<file path="config.mk">
export PLATFORM = sky130hd
export DESIGN_NAME = multi_radix_literal_parser
export DESIGN_NICKNAME = d
export VERILOG_FILES = /design/src/rtl/mrlp_pkg.sv /design/src/rtl/mrlp_front.sv /design/src/rtl/mrlp_fifo.sv /design/src/rtl/mrlp_back.sv /design/src/rtl/multi_radix_literal_parser.sv
export SDC_FILE = /design/constraint.sdc
export NUM_CORES = 1
export LEC_CHECK = 0
export ABC_AREA = 1
export BUFFER_PORTS_ARGS = -buffer_cell sky130_fd_sc_hd__buf_2
export CAP_MARGIN = 10
export CORE_ASPECT_RATIO = 2
export CORE_UTILIZATION = 60
export CTS_BUF_LIST = sky130_fd_sc_hd__clkbuf_8
export DETAILED_ROUTE_END_ITERATION = 7
export PLACE_DENSITY = 0.78
export SLEW_MARGIN = 10
export SYNTH_ARGS = -nofsm -noshare
export SYNTH_HDL_FRONTEND = slang
export SYNTH_SLANG_ARGS = --single-unit
</file>
<file path="constraint.sdc">
create_clock -name clk_i -period 11.8 [get_ports clk_i]
set_clock_uncertainty 0.05 [all_clocks]
set_input_delay 2.36 -clock clk_i [delete_from_list [all_inputs] [get_ports clk_i]]
set_output_delay 2.36 -clock clk_i [all_outputs]
set_load 0.01 [all_outputs]
</file>
<file path="src/rtl/mrlp_pkg.sv">
// Shared types and constants for the multi-radix literal parser.
// Used by every module in rtl/; no dependencies.
package mrlp_pkg;

  localparam int unsigned CHAR_W     = 8;
  localparam int unsigned KIND_W     = 3;
  localparam int unsigned VALUE_W    = 64;
  localparam int unsigned DIGIT_W    = 9;   // signed digit: -48 .. 255
  localparam int unsigned FIFO_DEPTH = 2;

  localparam logic [CHAR_W-1:0] CH_ZERO      = 8'h30;
  localparam logic [CHAR_W-1:0] CH_NINE      = 8'h39;
  localparam logic [CHAR_W-1:0] CH_UPPER_A   = 8'h41;
  localparam logic [CHAR_W-1:0] CH_UPPER_Z   = 8'h5A;
  localparam logic [CHAR_W-1:0] CH_CASE_OFS  = 8'h20;
  localparam logic [CHAR_W-1:0] CH_BACKSLASH = 8'h5C;
  localparam logic [CHAR_W-1:0] CH_LOWER_X   = 8'h78;
  localparam logic [DIGIT_W-1:0] HEX_ALPHA_OFS = 9'd87; // 'a' - 10

  typedef enum logic [KIND_W-1:0] {
    KIND_CHAR = 3'd0,
    KIND_DEC  = 3'd1,
    KIND_REAL = 3'd2,
    KIND_HEX  = 3'd3,
    KIND_BIN  = 3'd4
  } kind_e;

  typedef enum logic [2:0] {
    OP_NONE  = 3'd0,
    OP_LOAD  = 3'd1,
    OP_MAC10 = 3'd2,
    OP_MAC16 = 3'd3,
    OP_MAC2  = 3'd4
  } op_e;

  // One classified character, front to back.
  typedef struct packed {
    op_e                       op;
    logic signed [DIGIT_W-1:0] digit;
    logic                      clear;     // token start: drop accumulator first
    logic                      last;      // emit result after this update
    logic                      zero_out;  // kind without a value
  } cmd_t;

endpackage

</file>
<file path="src/rtl/mrlp_front.sv">
// Front end: tracks character position and the real-literal stop flag,
// turns each character into an accumulate command. Depends on mrlp_pkg.
module mrlp_front (
  input  logic                         clk_i,
  input  logic                         rst_ni,
  input  logic                         push_i,
  input  logic [mrlp_pkg::CHAR_W-1:0]  char_i,
  input  logic [mrlp_pkg::KIND_W-1:0]  kind_i,
  input  logic                         first_i,
  input  logic                         last_i,
  output mrlp_pkg::cmd_t               cmd_o
);
  import mrlp_pkg::*;

  logic [1:0] pos_q, pos_d, pos_cur;
  logic       stop_q, stop_d, stop_cur, stop_new;
  logic [CHAR_W-1:0] lower_c;

  assign pos_cur  = first_i ? 2'd0 : pos_q;
  assign stop_cur = first_i ? 1'b0 : stop_q;

  assign lower_c = (char_i >= CH_UPPER_A && char_i <= CH_UPPER_Z) ?
                   char_i + CH_CASE_OFS : char_i;

  always_comb begin
    cmd_o.op       = OP_NONE;
    cmd_o.digit    = {1'b0, char_i} - {1'b0, CH_ZERO};
    cmd_o.clear    = first_i;
    cmd_o.last     = last_i;
    cmd_o.zero_out = 1'b1;
    stop_new       = stop_cur;
    case (kind_e'(kind_i))
      KIND_CHAR: begin
        cmd_o.zero_out = 1'b0;
        cmd_o.digit    = (char_i == CH_BACKSLASH) ? '0 : {1'b0, char_i};
        if (pos_cur == 2'd1) begin
          cmd_o.op = OP_LOAD;
        end
      end
      KIND_DEC: begin
        cmd_o.zero_out = 1'b0;
        cmd_o.op       = OP_MAC10;
      end
      KIND_REAL: begin
        cmd_o.zero_out = 1'b0;
        if (!stop_cur) begin
          if (char_i >= CH_ZERO && char_i <= CH_NINE) begin
            cmd_o.op = OP_MAC10;
          end else begin
            stop_new = 1'b1;
          end
        end
      end
      KIND_HEX: begin
        cmd_o.zero_out = 1'b0;
        if (char_i > CH_NINE) begin
          cmd_o.digit = {1'b0, lower_c} - HEX_ALPHA_OFS;
        end
        if (!(pos_cur == 2'd0 || (pos_cur == 2'd1 && char_i == CH_LOWER_X))) begin
          cmd_o.op = OP_MAC16;
        end
      end
      KIND_BIN: begin
        cmd_o.zero_out = 1'b0;
        if (pos_cur != 2'd0) begin
          cmd_o.op = OP_MAC2;
        end
      end
      default: begin
        cmd_o.op = OP_NONE;
      end
    endcase
  end

  always_comb begin
    pos_d  = pos_q;
    stop_d = stop_q;
    if (push_i) begin
      if (last_i) begin
        pos_d  = 2'd0;
        stop_d = 1'b0;
      end else begin
        pos_d  = (pos_cur == 2'd3) ? 2'd3 : pos_cur + 2'd1;
        stop_d = stop_new;
      end
    end
  end

  always_ff @(posedge clk_i or negedge rst_ni) begin
    if (!rst_ni) begin
      pos_q  <= 2'd0;
      stop_q <= 1'b0;
    end else begin
      pos_q  <= pos_d;
      stop_q <= stop_d;
    end
  end

endmodule

</file>
<file path="src/rtl/mrlp_fifo.sv">
// Short command queue between front and back ends.
// Depends on mrlp_pkg for the command type.
module mrlp_fifo #(
  parameter int unsigned Depth = mrlp_pkg::FIFO_DEPTH
) (
  input  logic           clk_i,
  input  logic           rst_ni,
  input  logic           push_i,
  input  mrlp_pkg::cmd_t push_data_i,
  output logic           full_o,
  input  logic           pop_i,
  output logic           valid_o,
  output mrlp_pkg::cmd_t head_o
);
  import mrlp_pkg::*;

  localparam int unsigned PtrW = (Depth > 1) ? $clog2(Depth) : 1;
  localparam int unsigned CntW = $clog2(Depth + 1);
  localparam logic [PtrW-1:0] LastPtr = PtrW'(Depth - 1);
  localparam logic [CntW-1:0] FullCnt = CntW'(Depth);

  cmd_t            mem_q [Depth];
  logic [PtrW-1:0] wr_ptr_q, wr_ptr_d, rd_ptr_q, rd_ptr_d;
  logic [CntW-1:0] cnt_q, cnt_d;

  assign full_o  = (cnt_q == FullCnt);
  assign valid_o = (cnt_q != '0);
  assign head_o  = mem_q[rd_ptr_q];

  always_comb begin
    wr_ptr_d = wr_ptr_q;
    rd_ptr_d = rd_ptr_q;
    cnt_d    = cnt_q;
    if (push_i) begin
      wr_ptr_d = (wr_ptr_q == LastPtr) ? '0 : wr_ptr_q + 1'b1;
    end
    if (pop_i) begin
      rd_ptr_d = (rd_ptr_q == LastPtr) ? '0 : rd_ptr_q + 1'b1;
    end
    if (push_i && !pop_i) begin
      cnt_d = cnt_q + 1'b1;
    end else if (pop_i && !push_i) begin
      cnt_d = cnt_q - 1'b1;
    end
  end

  always_ff @(posedge clk_i or negedge rst_ni) begin
    if (!rst_ni) begin
      wr_ptr_q <= '0;
      rd_ptr_q <= '0;
      cnt_q    <= '0;
    end else begin
      wr_ptr_q <= wr_ptr_d;
      rd_ptr_q <= rd_ptr_d;
      cnt_q    <= cnt_d;
    end
  end

  always_ff @(posedge clk_i) begin
    if (push_i) begin
      mem_q[wr_ptr_q] <= push_data_i;
    end
  end

endmodule

</file>
<file path="src/rtl/mrlp_back.sv">
// Back end: 64-bit shift-add accumulator and the result output register.
// Depends on mrlp_pkg.
module mrlp_back (
  input  logic                           clk_i,
  input  logic                           rst_ni,
  input  logic                           cmd_valid_i,
  input  mrlp_pkg::cmd_t                 cmd_i,
  output logic                           cmd_pop_o,
  output logic                           out_valid_o,
  input  logic                           out_ready_i,
  output logic [mrlp_pkg::VALUE_W-1:0]   out_value_o
);
  import mrlp_pkg::*;

  logic [VALUE_W-1:0] acc_q, acc_d, base, upd, dig_ext;
  logic               out_valid_q, out_valid_d;
  logic [VALUE_W-1:0] out_value_q;

  assign base    = cmd_i.clear ? '0 : acc_q;
  assign dig_ext = {{(VALUE_W-DIGIT_W){cmd_i.digit[DIGIT_W-1]}}, cmd_i.digit};

  always_comb begin
    case (cmd_i.op)
      OP_LOAD:  upd = dig_ext;
      OP_MAC10: upd = {base[VALUE_W-4:0], 3'b000} + {base[VALUE_W-2:0], 1'b0} + dig_ext;
      OP_MAC16: upd = {base[VALUE_W-5:0], 4'b0000} + dig_ext;
      OP_MAC2:  upd = {base[VALUE_W-2:0], 1'b0} + dig_ext;
      default:  upd = base;
    endcase
  end

  // A final character stalls only while an unread result sits in the register.
  assign cmd_pop_o = cmd_valid_i && (!cmd_i.last || !out_valid_q || out_ready_i);

  always_comb begin
    acc_d       = acc_q;
    out_valid_d = out_valid_q && !out_ready_i;
    if (cmd_pop_o) begin
      acc_d = cmd_i.last ? '0 : upd;
      if (cmd_i.last) begin
        out_valid_d = 1'b1;
      end
    end
  end

  always_ff @(posedge clk_i or negedge rst_ni) begin
    if (!rst_ni) begin
      acc_q       <= '0;
      out_valid_q <= 1'b0;
    end else begin
      acc_q       <= acc_d;
      out_valid_q <= out_valid_d;
    end
  end

  always_ff @(posedge clk_i) begin
    if (cmd_pop_o && cmd_i.last) begin
      out_value_q <= cmd_i.zero_out ? '0 : upd;
    end
  end

  assign out_valid_o = out_valid_q;
  assign out_value_o = out_value_q;

endmodule

</file>
<file path="src/rtl/multi_radix_literal_parser.sv">
// Multi-radix assembler literal parser, one character per request.
// The request carrying tlast is queued, then its result is registered.
// Throughput: one character per cycle while the queue is not full; the 64-bit
// shift-add in the back end sets this rate.
// Reset (rst_ni, async, active low) clears the accumulator, position,
// real-literal stop flag, queue pointers and output valid.
module multi_radix_literal_parser #(
  parameter int unsigned FifoDepth = mrlp_pkg::FIFO_DEPTH
) (
  input  logic                         clk_i,
  input  logic                         rst_ni,
  // input stream
  input  logic                         s_axis_tvalid_i,
  output logic                         s_axis_tready_o,
  input  logic [7:0]                   s_axis_tdata_i,  // [7:0] char_in
  input  logic [3:0]                   s_axis_tuser_i,  // [2:0] token_kind, [3] first_char
  input  logic                         s_axis_tlast_i,  // last_char
  // result stream
  output logic                         m_axis_tvalid_o,
  input  logic                         m_axis_tready_i,
  output logic [63:0]                  m_axis_tdata_o   // [63:0] value
);
  import mrlp_pkg::*;

  logic in_accept;
  logic q_full, q_valid, q_pop;
  cmd_t front_cmd, back_cmd;

  // The front end never stalls on the back end directly; only a full queue
  // holds off new characters.
  assign s_axis_tready_o = !q_full;
  assign in_accept       = s_axis_tvalid_i && !q_full;

  mrlp_front u_front (
    .clk_i   (clk_i),
    .rst_ni  (rst_ni),
    .push_i  (in_accept),
    .char_i  (s_axis_tdata_i),
    .kind_i  (s_axis_tuser_i[KIND_W-1:0]),
    .first_i (s_axis_tuser_i[KIND_W]),
    .last_i  (s_axis_tlast_i),
    .cmd_o   (front_cmd)
  );

  mrlp_fifo #(
    .Depth (FifoDepth)
  ) u_fifo (
    .clk_i       (clk_i),
    .rst_ni      (rst_ni),
    .push_i      (in_accept),
    .push_data_i (front_cmd),
    .full_o      (q_full),
    .pop_i       (q_pop),
    .valid_o     (q_valid),
    .head_o      (back_cmd)
  );

  // Back end updates the accumulator and holds finished values in its
  // output register until the sink takes them.
  mrlp_back u_back (
    .clk_i       (clk_i),
    .rst_ni      (rst_ni),
    .cmd_valid_i (q_valid),
    .cmd_i       (back_cmd),
    .cmd_pop_o   (q_pop),
    .out_valid_o (m_axis_tvalid_o),
    .out_ready_i (m_axis_tready_i),
    .out_value_o (m_axis_tdata_o)
  );

endmodule
</file>
==> results of run 1 <==
==> routing by layer <==
layer,GRT overflow,global-route usage (%)
met1,3,73.9
met2,1030,108
met3,5,52.5
met4,330,89.0
met5,0,7.27
==> synthesized netlist by cell type, drive strengths merged <==
cell type	instances
nand2	1404
inv	659
nor2	417
nand3	379
a21oi	205
o21ai	194
ha	135
edfxtp	94
dfrtp	72
nand4	61
or2	59
clkbuf	39
buf	37
nor3	30
nand3b	23
o21bai	23
xor2	13
and2	11
o22ai	8
a31oi	7
a21o	6
a21boi	5
nor4	5
o211ai	5
o21a	5
xnor2	4
o2111ai	3
clkinv	2
fa	2
o32ai	2
a211oi	1
a22oi	1
a311o	1
a32oi	1
mux2i	1
nor3b	1
nor4b	1
o221a	1
o41ai	1
==> per-stage QoR <==
step	worst slack (ns)	instances
CTS	5.25	4432
detailed placement	5.31	4400
global placement	5.38	4400
floorplan	7.20	3918
==> logic make-up after synthesis <==
logic type	count (synthesis)	share of synthesized area [%]
adders and majority gates	137	7.74
DFF	166	20.7
xor gates and xnor gates	17	0.666
buffers and inverters	737	13.1
AOI/OAI and AO/OA	469	11.4
and+or+nand+nor	2391	46.4
muxes	1	0.0448
==> reports/qor.csv, run 1 <==
stage,metric,value,unit
floorplanning,num_rows,99,
synthesis,synthTopCellsByArea,"nand2_1 23%, edfxtp_1 13%, inv_1 10%",
synthesis,synth.largest_area_cell,nand2_1,
global_routing,grt-ovfl-total,1368,
cts,clockBufferDepth,2,
global_routing,grt.total_usage,78.6,%
cts,cts_sinks,166,
synthesis,postSynthCellCount,3918,
cts,cts_resized,0,
global_routing,grt_pass1_wl,228000,um
cts,cts-buffers-inserted,17,
global_routing,grt_max_degree,65,
synthesis,synth_seq_cells,166,
cts,cts_hold_buf,0,
place,gp_congestion,1.28,
synthesis,syn_area,22400,um^2
place,place_area,23100,um^2
cts,root_buffer,clkbuf_8,
cts,postCtsSetupBuffers,0,
global_routing,grt_pass1_vias,31600,
synthesis,synth_top_area_share,22.9,%
synthesis,synth-seq-area-share,20.7,%
synthesis,ys_warn_count,0,
cts,cts.htree.levels,4,
outcome,haltStage,5_1_grt,
synthesis,syn_area_per_cell,5.71,um^2
place,io_buffers,82,
synthesis,yosysUniqueCellTypes,56,
floorplanning,ios,83,
floorplanning,start_util,61.2,%
synthesis,syn_nets,4072,
outcome,run_status,stopped before the end,
floorplanning,chipHeight,275,um
outcome,error,[ERROR GRT-0116] Global routing finished with congestion. Check the congestion regions in the DRC Viewer.,
floorplanning,die_w,138,um
place,dpl.hpwl,95000,um
==> run 2: changes to the inputs <==
Settings changed: CORE_ASPECT_RATIO 2 to not set, CORE_UTILIZATION 60 to 40, CTS_BUF_LIST sky130_fd_sc_hd__clkbuf_8 to not set, PLACE_DENSITY 0.78 to not set, PLACE_DENSITY_LB_ADDON set to 0.15.
==> run 2 against run 1 <==
The flow now finishes, with violations (DRC). Area after synthesis did not move. Synthesized cell count did not move.
==> reports/qor.csv, run 2 <==
stage,metric,value,unit,change
global_routing,grt_pass1_vias,23900,,
synthesis,synth_edf_count,94,,unchanged
cts,cts_sinks,166,,unchanged
place,io_buffers,82,,unchanged
sta,rsz0062_at_grt,false,,
routing,viasPerCell,5.49,,
synthesis,synth_ff_type,edfxtp_1,,
floorplanning,die_w,238,um,+72%
synthesis,synthAdderAreaFrac,7.74,%,unchanged
routing,drtPass1Iterations,8,,
synthesis,yosysUniqueCellTypes,56,,unchanged
sta,setup_violations,0,,
outcome,violations,DRC,,
global_routing,grt_max_degree,65,,
routing,wl_met3,10200,um,
routing,dr_total_vias,25900,,
routing,wl_met1,47000,um,
synthesis,async_flop_share,43.4,%,unchanged
layout,drive_above_1_share,8.88,%,
flow_run,maxCapViolations,0,,
critical_path,cp.required,12.00,ns,
synthesis,synth_seq_cells,166,,unchanged
synthesis,netlist_top_cells_count,"1365 x nand2_1, 624 x inv_1, 371 x nor2_1, 353 x nand3_1, 197 x a21oi_1",,
synthesis,synth_compound_area_share,11.4,%,unchanged
layout,layout_common_cells,"1365 x nand2_1, 623 x inv_1, 368 x nor2_1, 353 x nand3_1, 197 x a21oi_1",,
layout,final_common_cell,nand2_1,,
sta,tns,0,ns,
cts,clock_latency,0.52,ns,
cts,path_clk_slew,0.07,ns,
critical_path,cp.arrival,7.10,ns,
global_routing,grt_pass1_wl,155000,um,
layout,area_growth,7.61,%,
routing,route.detailed.drc,4,,
synthesis,synthMuxAreaShare,0.0448,%,unchanged
synthesis,synthTopCellsByArea,"nand2_1 23%, edfxtp_1 13%, inv_1 10%",,
floorplanning,ios,83,,unchanged
sta,fin_ws,4.89,ns,
synthesis,syn_nets,4072,,unchanged
routing,wl,106000,um,
floorplanning,chipHeight,238,um,-13%
cts,cts_hold_buf,0,,unchanged
routing,highest_layer,met5,,
sta,final-hold-violation-count,0,,
routing,ant_nets,0,,
routing,initialDrtViolationCount,3081,,
synthesis,synth.largest_area_cell,nand2_1,,
cts,cts-buffers-inserted,17,,unchanged
pwr,leakage,13.5,nW,
routing,wl_met2,43300,um,
critical_path,crit_path_max_fanout,39,,
sta,min_period,6.91,ns,
sta,fin_crit_sh,58.5,%,
synthesis,postSynthCellCount,3918,,unchanged
floorplanning,design.core.area,55200,um^2,
cts,root_buffer,clkbuf_16,,
critical_path,worstSetupPathType,register to register,,
floorplanning,num_rows,86,,-13%
synthesis,syn_area_per_cell,5.71,um^2,unchanged
min_path,min_path_type,register to register,,
floorplanning,start_util,40.5,%,-21 points
routing,detail_route.wl_per_cell,22.5,um,
place,place_ws,5.19,ns,-0.120 ns
place,gp_congestion,1.05,,-18%
cts,postCtsSetupBuffers,0,,unchanged
floorplanning,dieArea,56800,um^2,
layout,nets,4118,,
global_routing,grt-ovfl-total,0,,
sta,max_slew.worst_pin.slew,1.16,ns,
synthesis,synth-xor-area-share,0.666,%,unchanged
synthesis,synth-seq-area-share,20.7,%,unchanged
synthesis,yosysMostFrequentCell,nand2_1,,
cts,cts_tree,yes,,
cts,clockBufferDepth,2,,unchanged
synthesis,yosys.area_share.simple,46.4,%,unchanged
critical_path,critPathLaunchType,register,,
pwr,ir_drop,0.215,mV,
sta,final_max_slew_viol_count,0,,
global_routing,grt_antenna_before_repair,2,,
place,place_area,23500,um^2,+1.6%
critical_path,end_kind,register,,
synthesis,synth_top_area_share,22.9,%,unchanged
layout,final_area,24100,um^2,
synthesis,synth_top_family_by_area,simple AND/OR/NAND/NOR gates,,
synthesis,ys_warn_count,0,,unchanged
sta,max_freq,145,MHz,
cts,cts.htree.levels,4,,unchanged
place,dpl.hpwl,87400,um,-8.0%
pwr,power.density,291,nW/um^2,
global_routing,grt.total_usage,37.3,%,
synthesis,syn_area,22400,um^2,unchanged
sta,slew_headroom,21.8,%,
outcome,run_status,"complete, but fails checks",,
cts,cts_resized,0,,unchanged
## run 2: final timing paths
path                                  start                endpoint  slack [ns]  cells after the start
hold / removal             u_back.acc_q[63]        u_back.acc_q[63]        0.43                      2
setup / recovery            u_fifo.rd_ptr_q  u_back.out_value_o[45]        4.89                     27
min in group asynchronous            rst_ni        u_back.acc_q[37]        1.73                      1
hold reg to reg            u_back.acc_q[63]        u_back.acc_q[63]        0.43                      2
max in group asynchronous            rst_ni         u_back.acc_q[2]        8.88                      2
setup reg to reg            u_fifo.rd_ptr_q  u_back.out_value_o[45]        4.89                     27
## run 2: layout make-up
type | count | area (um^2)
antenna | 1 | 2.50
fill | 6273 | 31100
multi-input combinational | 3015 | 14900
sequential | 166 | 4620
inverter | 661 | 2480
clock inverter | 13 | 149
timing repair buffer | 103 | 571
clock buffer | 19 | 433
tap | 748 | 936
## run 2: metal layers
layer | vias up | global-route usage [%]
li1 | 12500 | -
met1 | 11900 | 51.0
met2 | 1278 | 54.7
met3 | 212 | 8.29
met4 | 4 | 19.4
met5 | - | 0
## run 2: power by group
| group | leakage (nW) | total [mW] | switching [mW] | internal, mW |
|---|---|---|---|---|
| registers | 1.87 | 1.03 | 0.109 | 0.920 |
| clock network | 0.270 | 0.594 | 0.281 | 0.314 |
| logic | 11.4 | 5.38 | 3.97 | 1.41 |
## run 2: kinds of logic (layout without fill, tap and decap cells)
kind of cell,after synthesis,in the layout
AO/OA/AOI/OAI,469,469
XOR/XNOR,17,17
buffers and inverters,737,796
other,0,1
AND/OR/NAND/NOR,2391,2391
adder cells (fa/ha/maj),137,137
multiplexers,1,1
flip-flops,166,166
## run 2: critical path: stages, from the launching register on
cell and delay [ns]:
dfrtp_1 0.81, inv_2 0.25, nand2_1 0.17, nand2_4 0.29
inv_2 0.53, buf_4 0.58, nand2_1 0.10, nand2_1 0.22
inv_1 0.12, ha_1 0.18, or2_2 0.29, ha_1 0.39
nand2_1 0.12, nor2_1 0.29, inv_1 0.10, nor2_1 0.15
inv_1 0.08, nor3_1 0.33, nand3_1 0.12, nand3_1 0.28
a21oi_1 0.24, inv_1 0.10, nand2_1 0.05, nand3_1 0.08
nand2_1 0.15, nand3b_1 0.31, nand2_1 0.09, nor2_1 0.04
## run 2: through the flow
stage	std cells	hold WS, ns	util [%]	total power [mW]
CTS	4725	0.437	43.6	6.85
global placement	4693	0.414	42.5	6.24
detailed placement	4693	0.417	42.5	6.24
global route	4725	0.467	43.6	7.48
floorplan	3918	0.399	-	4.43
finish	4726	0.429	43.6	7.00
Note: power is estimated with default switching activity, not from simulation.
